`src/rtl/wth_pkg.sv`:
```
// ----------------------------------------------------------------------------
// wth_pkg
// Shared constants, types and hash helpers for the word tokenizer and hasher.
// ----------------------------------------------------------------------------
`timescale 1ns / 1ps

package wth_pkg;

  // Default sizing.
  localparam int MAX_WORD_LEN = 100;
  localparam int FIFO_DEPTH   = 4;

  // Hash mode codes.
  localparam logic MODE_CRC = 1'b0;
  localparam logic MODE_FNV = 1'b1;

  // Letter classification.
  localparam logic [7:0] CASE_BIT    = 8'h20;
  localparam logic [7:0] LETTER_A    = 8'h61;
  localparam logic [7:0] ALPHA_COUNT = 8'd26;

  // Hash constants.
  localparam logic [31:0] CRC32C_POLY = 32'h82F6_3B78;
  localparam logic [31:0] FNV_BASIS   = 32'd2166136261;
  localparam logic [31:0] FNV_PRIME   = 32'd16777619;
  localparam logic [63:0] MIX_C1      = 64'hff51_afd7_ed55_8ccd;
  localparam logic [63:0] MIX_C2      = 64'hc4ce_b9fe_1a85_ec53;

  // One finished word as it travels from the front end to the mixer.
  typedef struct packed {
    logic [31:0] hash;
    logic [6:0]  len;
    logic        mode;
  } word_rec_t;

  function automatic logic ascii_letter(input logic [7:0] c);
    logic [7:0] off;
    off = (c | CASE_BIT) - LETTER_A;
    return off < ALPHA_COUNT;
  endfunction

  // Bit-serial reflected CRC32C, one byte.
  function automatic logic [31:0] crc32c_byte(input logic [31:0] crc,
                                              input logic [7:0]  b);
    logic [31:0] c;
    c = crc ^ {24'd0, b};
    for (int k = 0; k < 8; k++) begin
      c = c[0] ? ((c >> 1) ^ CRC32C_POLY) : (c >> 1);
    end
    return c;
  endfunction

  function automatic logic [31:0] fnv1a_byte(input logic [31:0] h,
                                             input logic [7:0]  b);
    return (h ^ {24'd0, b}) * FNV_PRIME;
  endfunction

  function automatic logic [31:0] seed_for(input logic mode);
    return (mode == MODE_FNV) ? FNV_BASIS : 32'd0;
  endfunction

endpackage

```
`src/rtl/wth_if.sv`:
```
// ----------------------------------------------------------------------------
// wth_if
// Handshake channels of the word tokenizer: bytes in, words out, mode write.
// ----------------------------------------------------------------------------
`timescale 1ns / 1ps

interface wth_byte_if;
  logic       valid;
  logic       ready;
  logic [7:0] byte_value;
  logic       last_byte;

  modport source (output valid, output byte_value, output last_byte, input ready);
  modport sink   (input valid, input byte_value, input last_byte, output ready);
endinterface

interface wth_word_if;
  logic        valid;
  logic        ready;
  logic [31:0] word_hash;
  logic [15:0] fingerprint;
  logic [6:0]  word_length;

  modport source (output valid, output word_hash, output fingerprint,
                  output word_length, input ready);
  modport sink   (input valid, input word_hash, input fingerprint,
                  input word_length, output ready);
endinterface

interface wth_cfg_if;
  logic valid;
  logic ready;
  logic hash_mode;

  modport source (output valid, output hash_mode, input ready);
  modport sink   (input valid, input hash_mode, output ready);
endinterface

```
`src/rtl/wth_fifo.sv`:
```
// ----------------------------------------------------------------------------
// wth_fifo
// Small register queue of finished words between the front end and mixer.
// ----------------------------------------------------------------------------
`timescale 1ns / 1ps

module wth_fifo #(
  parameter int DEPTH = wth_pkg::FIFO_DEPTH
) (
  input  logic              clk_i,
  input  logic              rst_ni,
  input  logic              push_i,
  input  wth_pkg::word_rec_t push_data_i,
  output logic              full_o,
  input  logic              pop_i,
  output wth_pkg::word_rec_t pop_data_o,
  output logic              empty_o
);

  localparam int PtrW = $clog2(DEPTH);
  localparam int CntW = $clog2(DEPTH + 1);

  wth_pkg::word_rec_t mem_q [DEPTH];
  logic [PtrW-1:0]    wr_ptr_q, wr_ptr_d;
  logic [PtrW-1:0]    rd_ptr_q, rd_ptr_d;
  logic [CntW-1:0]    count_q, count_d;
  logic               do_push, do_pop;

  assign full_o     = (count_q == CntW'(DEPTH));
  assign empty_o    = (count_q == '0);
  assign do_push    = push_i && !full_o;
  assign do_pop     = pop_i && !empty_o;
  assign pop_data_o = mem_q[rd_ptr_q];

  always_comb begin
    wr_ptr_d = wr_ptr_q;
    rd_ptr_d = rd_ptr_q;
    count_d  = count_q;
    if (do_push) begin
      wr_ptr_d = (wr_ptr_q == PtrW'(DEPTH - 1)) ? '0 : wr_ptr_q + 1'b1;
    end
    if (do_pop) begin
      rd_ptr_d = (rd_ptr_q == PtrW'(DEPTH - 1)) ? '0 : rd_ptr_q + 1'b1;
    end
    if (do_push && !do_pop) begin
      count_d = count_q + 1'b1;
    end else if (do_pop && !do_push) begin
      count_d = count_q - 1'b1;
    end
  end

  always_ff @(posedge clk_i or negedge rst_ni) begin
    if (!rst_ni) begin
      wr_ptr_q <= '0;
      rd_ptr_q <= '0;
      count_q  <= '0;
    end else begin
      wr_ptr_q <= wr_ptr_d;
      rd_ptr_q <= rd_ptr_d;
      count_q  <= count_d;
    end
  end

  always_ff @(posedge clk_i) begin
    if (do_push) begin
      mem_q[wr_ptr_q] <= push_data_i;
    end
  end

endmodule

```
`src/rtl/wth_front.sv`:
```
// ----------------------------------------------------------------------------
// wth_front
// Byte classifier and running hash; queues one record per finished word.
// ----------------------------------------------------------------------------
`timescale 1ns / 1ps

module wth_front #(
  parameter int MAX_WORD_LEN = wth_pkg::MAX_WORD_LEN
) (
  input  logic               clk_i,
  input  logic               rst_ni,
  wth_byte_if.sink           byte_i,
  wth_cfg_if.sink            cfg_i,
  input  logic               full_i,
  output logic               push_o,
  output wth_pkg::word_rec_t push_data_o
);

  localparam int LenW = $clog2(MAX_WORD_LEN);

  logic            mode_q;
  logic [31:0]     acc_q;
  logic [LenW-1:0] len_q;

  logic [7:0]      lower;
  logic            letter, room, keep, word_end, take;
  logic [31:0]     acc_upd, acc_new;
  logic [LenW-1:0] len_new;
  logic [LenW+6:0] len_ext;

  // A mode write takes the cycle, so no byte is taken alongside it.
  assign byte_i.ready = !full_i && !cfg_i.valid;
  assign cfg_i.ready  = 1'b1;

  assign take    = byte_i.valid && byte_i.ready;
  assign letter  = wth_pkg::ascii_letter(byte_i.byte_value);
  assign lower   = byte_i.byte_value | wth_pkg::CASE_BIT;
  assign room    = len_q < LenW'(MAX_WORD_LEN - 1);
  assign keep    = letter && room;
  assign acc_upd = (mode_q == wth_pkg::MODE_FNV) ? wth_pkg::fnv1a_byte(acc_q, lower)
                                                  : wth_pkg::crc32c_byte(acc_q, lower);
  assign acc_new = keep ? acc_upd : acc_q;
  assign len_new = keep ? len_q + 1'b1 : len_q;

  // A separator, or the last byte of a chunk, closes the pending word.
  assign word_end = !letter || byte_i.last_byte;
  assign len_ext  = {7'd0, len_new};

  assign push_o           = take && word_end && (len_new != '0);
  assign push_data_o.hash = acc_new;
  assign push_data_o.len  = len_ext[6:0];
  assign push_data_o.mode = mode_q;

  always_ff @(posedge clk_i or negedge rst_ni) begin
    if (!rst_ni) begin
      mode_q <= wth_pkg::MODE_CRC;
      acc_q  <= '0;
      len_q  <= '0;
    end else if (cfg_i.valid && cfg_i.ready) begin
      mode_q <= cfg_i.hash_mode;
      acc_q  <= wth_pkg::seed_for(cfg_i.hash_mode);
      len_q  <= '0;
    end else if (take) begin
      if (word_end) begin
        acc_q <= wth_pkg::seed_for(mode_q);
        len_q <= '0;
      end else begin
        acc_q <= acc_new;
        len_q <= len_new;
      end
    end
  end

endmodule

```
`src/rtl/wth_back.sv`:
```
// ----------------------------------------------------------------------------
// wth_back
// Avalanche mixer and output register; one shared 32x32 multiplier.
// ----------------------------------------------------------------------------
`timescale 1ns / 1ps

module wth_back (
  input  logic               clk_i,
  input  logic               rst_ni,
  input  logic               empty_i,
  input  wth_pkg::word_rec_t rec_i,
  output logic               pop_o,
  wth_word_if.source         word_o
);

  localparam logic [1:0] ST_IDLE = 2'd0;
  localparam logic [1:0] ST_MIX  = 2'd1;
  localparam logic [1:0] ST_OUT  = 2'd2;

  // Mix schedule: v*C1 in two halves, then (h1 ^ h1>>33)*C2 in three.
  localparam logic [2:0] MIX_LO1 = 3'd0;
  localparam logic [2:0] MIX_HI1 = 3'd1;
  localparam logic [2:0] MIX_H1  = 3'd2;
  localparam logic [2:0] MIX_LL2 = 3'd3;
  localparam logic [2:0] MIX_LH2 = 3'd4;
  localparam logic [2:0] MIX_HL2 = 3'd5;
  localparam logic [2:0] MIX_H2  = 3'd6;

  logic [1:0]  state_q;
  logic [2:0]  step_q;
  logic [31:0] v_q;
  logic [63:0] a_q, prod_q, sum_q;
  logic [31:0] res_q;
  logic [6:0]  len_q;

  logic [31:0] mul_a, mul_b;
  logic [63:0] product, acc_sum, mixed;

  always_comb begin
    case (step_q)
      MIX_LO1: begin mul_a = v_q;        mul_b = wth_pkg::MIX_C1[31:0];  end
      MIX_HI1: begin mul_a = v_q;        mul_b = wth_pkg::MIX_C1[63:32]; end
      MIX_LL2: begin mul_a = a_q[31:0];  mul_b = wth_pkg::MIX_C2[31:0];  end
      MIX_LH2: begin mul_a = a_q[31:0];  mul_b = wth_pkg::MIX_C2[63:32]; end
      MIX_HL2: begin mul_a = a_q[63:32]; mul_b = wth_pkg::MIX_C2[31:0];  end
      default: begin mul_a = '0;         mul_b = '0;                     end
    endcase
  end

  assign product = {32'd0, mul_a} * {32'd0, mul_b};
  // Cross products only reach the upper half of the 64-bit result.
  assign acc_sum = sum_q + {prod_q[31:0], 32'd0};
  assign mixed   = acc_sum ^ (acc_sum >> 33);

  assign pop_o              = (state_q == ST_IDLE) && !empty_i;
  assign word_o.valid       = (state_q == ST_OUT);
  assign word_o.word_hash   = res_q;
  assign word_o.fingerprint = res_q[15:0] ^ res_q[31:16];
  assign word_o.word_length = len_q;

  always_ff @(posedge clk_i or negedge rst_ni) begin
    if (!rst_ni) begin
      state_q <= ST_IDLE;
      step_q  <= '0;
    end else begin
      unique case (state_q)
        ST_IDLE: begin
          if (!empty_i) begin
            step_q  <= MIX_LO1;
            state_q <= (rec_i.mode == wth_pkg::MODE_FNV) ? ST_OUT : ST_MIX;
          end
        end
        ST_MIX: begin
          step_q <= step_q + 1'b1;
          if (step_q == MIX_H2) begin
            state_q <= ST_OUT;
          end
        end
        ST_OUT: begin
          if (word_o.ready) begin
            state_q <= ST_IDLE;
          end
        end
        default: state_q <= ST_IDLE;
      endcase
    end
  end

  always_ff @(posedge clk_i) begin
    if (state_q == ST_IDLE && !empty_i) begin
      len_q <= rec_i.len;
      v_q   <= rec_i.hash;
      res_q <= rec_i.hash;
    end
    if (state_q == ST_MIX) begin
      prod_q <= product;
      case (step_q)
        MIX_HI1: sum_q <= prod_q;
        MIX_H1:  a_q   <= mixed;
        MIX_LH2: sum_q <= prod_q;
        MIX_HL2: sum_q <= acc_sum;
        MIX_H2:  res_q <= mixed[31:0];
        default: ;
      endcase
    end
  end

endmodule

```
`src/rtl/word_tokenizer_hasher_core.sv`:
```
// ----------------------------------------------------------------------------
// word_tokenizer_hasher_core
// Splits a byte stream into lower-cased words and emits a hash per word.
// ----------------------------------------------------------------------------
// Bytes are taken one per cycle whenever the word queue (FIFO_DEPTH words)
// has room and no mode write is offered; letters update a running CRC32C or
// FNV-1a hash in the same cycle.
// Each finished word then passes the mixer: an FNV-1a word is popped and
// offered as is, a CRC32C word first runs the seven steps of the 64-bit
// avalanche mix through a single shared 32x32 multiplier; a word is held while
// the output side stalls, and no new word is popped until it is taken. Byte
// intake stops when the queue is full or a mode write is offered, so it keeps
// one byte per cycle only while the mixer drains words as fast as they finish.
// Mode writes clear the pending word and are expected while the block is idle.
`timescale 1ns / 1ps

module word_tokenizer_hasher_core #(
  parameter int MAX_WORD_LEN = wth_pkg::MAX_WORD_LEN,
  parameter int FIFO_DEPTH   = wth_pkg::FIFO_DEPTH
) (
  input  logic      clk_i,
  input  logic      rst_ni,
  wth_byte_if.sink  byte_i,
  wth_cfg_if.sink   cfg_i,
  wth_word_if.source word_o
);

  logic               push, full, pop, empty;
  wth_pkg::word_rec_t push_data, pop_data;

  wth_front #(
    .MAX_WORD_LEN(MAX_WORD_LEN)
  ) u_front (
    .clk_i      (clk_i),
    .rst_ni     (rst_ni),
    .byte_i     (byte_i),
    .cfg_i      (cfg_i),
    .full_i     (full),
    .push_o     (push),
    .push_data_o(push_data)
  );

  wth_fifo #(
    .DEPTH(FIFO_DEPTH)
  ) u_fifo (
    .clk_i      (clk_i),
    .rst_ni     (rst_ni),
    .push_i     (push),
    .push_data_i(push_data),
    .full_o     (full),
    .pop_i      (pop),
    .pop_data_o (pop_data),
    .empty_o    (empty)
  );

  wth_back u_back (
    .clk_i  (clk_i),
    .rst_ni (rst_ni),
    .empty_i(empty),
    .rec_i  (pop_data),
    .pop_o  (pop),
    .word_o (word_o)
  );

endmodule

```
`src/flat_wrapper.sv`:
```
// flat-port wrapper written by rule: the top's interface ports become plain ports
module word_tokenizer_hasher_core_flat 
#(
  parameter int MAX_WORD_LEN = wth_pkg::MAX_WORD_LEN,
  parameter int FIFO_DEPTH   = wth_pkg::FIFO_DEPTH
)
  (clk_i, rst_ni, byte_i_valid, byte_i_byte_value, byte_i_last_byte, byte_i_ready, cfg_i_valid, cfg_i_hash_mode, cfg_i_ready, word_o_valid, word_o_word_hash, word_o_fingerprint, word_o_word_length, word_o_ready);
  wth_byte_if byte_i_i ();
  wth_cfg_if cfg_i_i ();
  wth_word_if word_o_i ();
  input  logic clk_i;
  input  logic rst_ni;
  input wire logic [$bits(byte_i_i.valid)-1:0] byte_i_valid;
  input wire logic [$bits(byte_i_i.byte_value)-1:0] byte_i_byte_value;
  input wire logic [$bits(byte_i_i.last_byte)-1:0] byte_i_last_byte;
  output wire logic [$bits(byte_i_i.ready)-1:0] byte_i_ready;
  input wire logic [$bits(cfg_i_i.valid)-1:0] cfg_i_valid;
  input wire logic [$bits(cfg_i_i.hash_mode)-1:0] cfg_i_hash_mode;
  output wire logic [$bits(cfg_i_i.ready)-1:0] cfg_i_ready;
  output wire logic [$bits(word_o_i.valid)-1:0] word_o_valid;
  output wire logic [$bits(word_o_i.word_hash)-1:0] word_o_word_hash;
  output wire logic [$bits(word_o_i.fingerprint)-1:0] word_o_fingerprint;
  output wire logic [$bits(word_o_i.word_length)-1:0] word_o_word_length;
  input wire logic [$bits(word_o_i.ready)-1:0] word_o_ready;
  assign byte_i_i.valid = byte_i_valid;
  assign byte_i_i.byte_value = byte_i_byte_value;
  assign byte_i_i.last_byte = byte_i_last_byte;
  assign byte_i_ready = byte_i_i.ready;
  assign cfg_i_i.valid = cfg_i_valid;
  assign cfg_i_i.hash_mode = cfg_i_hash_mode;
  assign cfg_i_ready = cfg_i_i.ready;
  assign word_o_valid = word_o_i.valid;
  assign word_o_word_hash = word_o_i.word_hash;
  assign word_o_fingerprint = word_o_i.fingerprint;
  assign word_o_word_length = word_o_i.word_length;
  assign word_o_i.ready = word_o_ready;
  word_tokenizer_hasher_core #(.MAX_WORD_LEN(MAX_WORD_LEN), .FIFO_DEPTH(FIFO_DEPTH)) u_core (.clk_i(clk_i), .rst_ni(rst_ni), .byte_i(byte_i_i), .cfg_i(cfg_i_i), .word_o(word_o_i));
endmodule
```
`config.mk`:
```
export PLATFORM = sky130hd
export DESIGN_NAME = word_tokenizer_hasher_core_flat
export DESIGN_NICKNAME = d
export VERILOG_FILES = /design/src/rtl/wth_pkg.sv /design/src/rtl/wth_if.sv /design/src/rtl/wth_fifo.sv /design/src/rtl/wth_front.sv /design/src/rtl/wth_back.sv /design/src/rtl/word_tokenizer_hasher_core.sv /design/src/flat_wrapper.sv
export SDC_FILE = /design/constraint.sdc
export NUM_CORES = 2
export LEC_CHECK = 0
export BUFFER_PORTS_ARGS = -buffer_cell sky130_fd_sc_hd__buf_4
export CAP_MARGIN = 15
export CELL_PAD_IN_SITES_DETAIL_PLACEMENT = 0
export CELL_PAD_IN_SITES_GLOBAL_PLACEMENT = 1
export CORE_MARGIN = 5
export CORE_UTILIZATION = 34
export DETAILED_ROUTE_END_ITERATION = 8
export GPL_ROUTABILITY_DRIVEN = 0
export HOLD_SLACK_MARGIN = 0.08
export PLACE_DENSITY = 0.63
export SLEW_MARGIN = 40
export SYNTH_ARGS = -nofsm -noshare
export SYNTH_HDL_FRONTEND = slang
export SYNTH_SLANG_ARGS = --single-unit
export TNS_END_PERCENT = 30
```
`constraint.sdc`:
```
create_clock -name clk_i -period 12.4 [get_ports clk_i]
set_input_delay 2.48 -clock clk_i [delete_from_list [all_inputs] [get_ports clk_i]]
set_output_delay 2.48 -clock clk_i [all_outputs]
set_load 0.05 [all_outputs]
```
==> results.yml <==
clock_tree:
  post_cts_buffers: 0
  clock_latency_ns: 0.62
  htreeDepth: 2
  cts_buffers: 52
  path_clk_slew_ns: 0.06
  clk_path_buf_depth: 3
  root_buffer: "clkbuf_16"
  cts_resized: 0
  cts.sinks: 475
  cts_hold_buffers: 0
  cts_tree: "done"
synthesis:
  synth_edf_count: 391
  synth_compound_area_share_pct: 7.01
  synthCells: 5322
  synth_fa_ha_area_share_pct: 44.0
  yosys.area_share.simple_pct: 8.19
  yosysSeqAreaShare_pct: 24.3
  syn_area_per_cell_um2: 10.6
  yosys_register_bits: 475
  synth_mux_area_share_pct: 2.42
  yosys_warnings: 0
  async_flop_share_pct: 10.9
  synth_top_family_by_area: "adder cells"
  synth_ff_type: "edfxtp_1"
  netlist_area_um2: 56300
  yosysUniqueCellTypes: 85
  synth-xor-area-share_pct: 5.14
  synth_nets: 6784
global_routing:
  grt_busiest_layer: "met2"
  grt_antenna_before_repair: 3
  use_met1_pct: 28.7
  use_met3_pct: 2.63
  grt.met2_usage_pct: 33.6
  grt_pass1_wl_mm: 266
  grt-ovfl-total: 0
  grt_pass1_vias: 39670
  grt_usage_pct: 20.5
  grt_max_degree: 72
timing:
  max_freq_ghz: 0.0882
  finalMaxSlewViolations: 0
  fin_tns_setup_ns: 0
  max_slew.worst_pin.slew_ns: 0.888
  finalCriticalPeriod_ns: 11.34
  finalHoldViolations: 0
  setup_violations: 0
  maxSlewHeadroom_pct: 40.6
  worst_clock_skew_ns: 0.0292
  fin_crit_sh_pct: 91.5
  rsz0062_at_grt: "no"
min_path:
  hold_depth: 1
  hp-class: "register to register"
  hold_start: "u_core.u_back.state_q[1]"
  min_to: "u_core.u_back.state_q[0]"
critical_path:
  slowest_delay_ns: 0.66
  cp_slowest_cell: "and2_1"
  r2r_start: "u_core.u_back.step_q[1]"
  reg2reg_slack_ns: 1.06
  crit_arrival_ns: 11.70
  reg2reg_to: "u_core.u_back.prod_q[63]"
  r2r_cells: 32
  cp.required_ns: 12.76
  start_kind: "register"
  crit_type: "register to register"
  end_kind: "register"
  crit_path_max_fanout: 30
  critPathMostFrequentCell: "fa_1"
die:
  die_width_um: 417
  io_pins: 73
  die_h_um: 417
  core_um2: 165000
  die_area_um2: 174000
  rows: 149
  start_util_pct: 34.2
drt:
  postRouteAntennaNets: 0
  detail_route.first_pass.iterations: 5
  drt_iter0_drc: 2792
  wl_mm: 177
  vias: 37697
  avgRoutedWirePerCell_um: 23.3
  vias_per_cell: 4.95
  drcViolationCount: 0
placed_design:
  post-place-cells: 7515
  hpwlAfterDp_mm: 150
  io_buffers: 70
cells_and_area:
  nFillCells: 16695
  layout_common_cells: "inv_1, fa_1, ha_1, nand2_1, edfxtp_1"
  syn_to_final_growth_pct: 9.44
  diodes: 0
  drive_gt1_share_pct: 6.71
  fin_nets: 6842
  fin_cells: 7613
  mostFrequentLayoutCell: "inv_1"
status:
  outcome: "completed"
job:
  cap_violations: 0
==> stage by stage <==
| stage | setup slack, ns | util, % | instance area, um2 | hold WS (ns) |
|---|---|---|---|---|
| finish | 1.06 | 37.4 | 61600 | 0.483 |
| global route | 0.537 | 37.4 | 61600 | 0.499 |
| CTS | 1.05 | 37.4 | 61600 | 0.479 |
| detailed placement | 1.08 | 36.2 | 59700 | 0.471 |
| global placement | 1.08 | 36.2 | 59700 | 0.459 |
| floorplan | 2.98 | - | 56300 | 0.427 |
==> logic make-up (layout without fill, tap and decap cells) <==
family / after synthesis / after routing
adders and majority gates: 1455 / 1455
buffers and inverters: 1333 / 1435
and+or+nand+nor: 1053 / 1053
AOI/OAI and AO/OA: 608 / 608
DFF: 475 / 475
xor gates and xnor gates: 312 / 312
muxes: 85 / 85
other: 1 / 1
==> routing by layer <==
layer | share of wire (%) | vias to the layer above
met1 | 44 | 19436
met4 | 3.4 | 2
met2 | 47 | 1014
li1 | - | 17011
met5 | 0.0073 | -
met3 | 5.4 | 234
==> cell type report <==
| class | count | area (um2) | area share [%] |
|---|---|---|---|
| clock buffer | 69 | 1460 | 2.36 |
| clock inverter | 29 | 403 | 0.654 |
| inverter | 1180 | 4430 | 7.19 |
| multi-input combinational | 3514 | 37700 | 61.2 |
| sequential | 475 | 13700 | 22.2 |
| tap | 2189 | 2740 | 4.45 |
| timing repair buffer | 157 | 1190 | 1.93 |
==> flip-flops by register name, indices dropped and copies added, names as in the netlist, 3 cells and up <==
signal	count
u_core.u_back.word_o.word_length	7
u_core.u_front.len_q	7
u_core.u_fifo.mem_q	160
u_core.u_back.step_q	3
u_core.u_back.prod_q	64
u_core.u_back.v_q	32
u_core.u_back.word_o.word_hash	32
u_core.u_back.a_q	64
u_core.u_back.sum_q	64
u_core.u_front.acc_q	32
u_core.u_fifo.count_q	3
==> how the worst max path moves through the flow <==
stage	from	depth (start not counted)	slack, ns	to
floorplan	u_core.u_back.step_q[1]	36	2.98	u_core.u_back.prod_q[63]
global placement	u_core.u_back.step_q[1]	32	1.08	u_core.u_back.prod_q[63]
detailed placement	u_core.u_back.step_q[1]	32	1.08	u_core.u_back.prod_q[63]
CTS	u_core.u_back.step_q[1]	32	1.05	u_core.u_back.prod_q[63]
global route	u_core.u_back.step_q[1]	32	0.54	u_core.u_back.prod_q[63]
finish	u_core.u_back.step_q[1]	32	1.06	u_core.u_back.prod_q[63]
==> critical path, delay by kind of cell, from the launching register on <==
| kind | cells | cell delay, ns |
|---|---|---|
| buffers and inverters | 8 | 1.20 |
| AOI/OAI and AO/OA | 7 | 1.89 |
| DFF | 1 | 0.48 |
| adders and majority gates | 10 | 5.01 |
| and+or+nand+nor | 7 | 2.46 |
==> cell usage after synthesis (32+ instances only) <==
| cell | instances | share of area [%] |
|---|---|---|
| dfrtp_1 | 52 | 2.3 |
| xor2_1 | 122 | 1.9 |
| mux2i_1 | 37 | 0.66 |
| ha_1 | 568 | 13 |
| fa_1 | 879 | 31 |
| nand3_1 | 39 | 0.35 |
| and2_1 | 87 | 0.97 |
| inv_1 | 1165 | 7.8 |
| mux4_2 | 40 | 1.6 |
| nor3_1 | 36 | 0.32 |
| edfxtp_1 | 391 | 21 |
| a21o_1 | 97 | 1.3 |
| dfxtp_1 | 32 | 1.1 |
| nand2_1 | 426 | 2.8 |
| o21ai_0 | 107 | 0.95 |
| xnor2_1 | 174 | 2.7 |
| nor2_1 | 349 | 2.3 |
| clkbuf_1 | 125 | 0.83 |
| a21oi_1 | 183 | 1.6 |
| a22oi_1 | 33 | 0.44 |
Power is not shown: default switching activity piles up to over one toggle a cycle in this logic, so the estimate is an artifact.
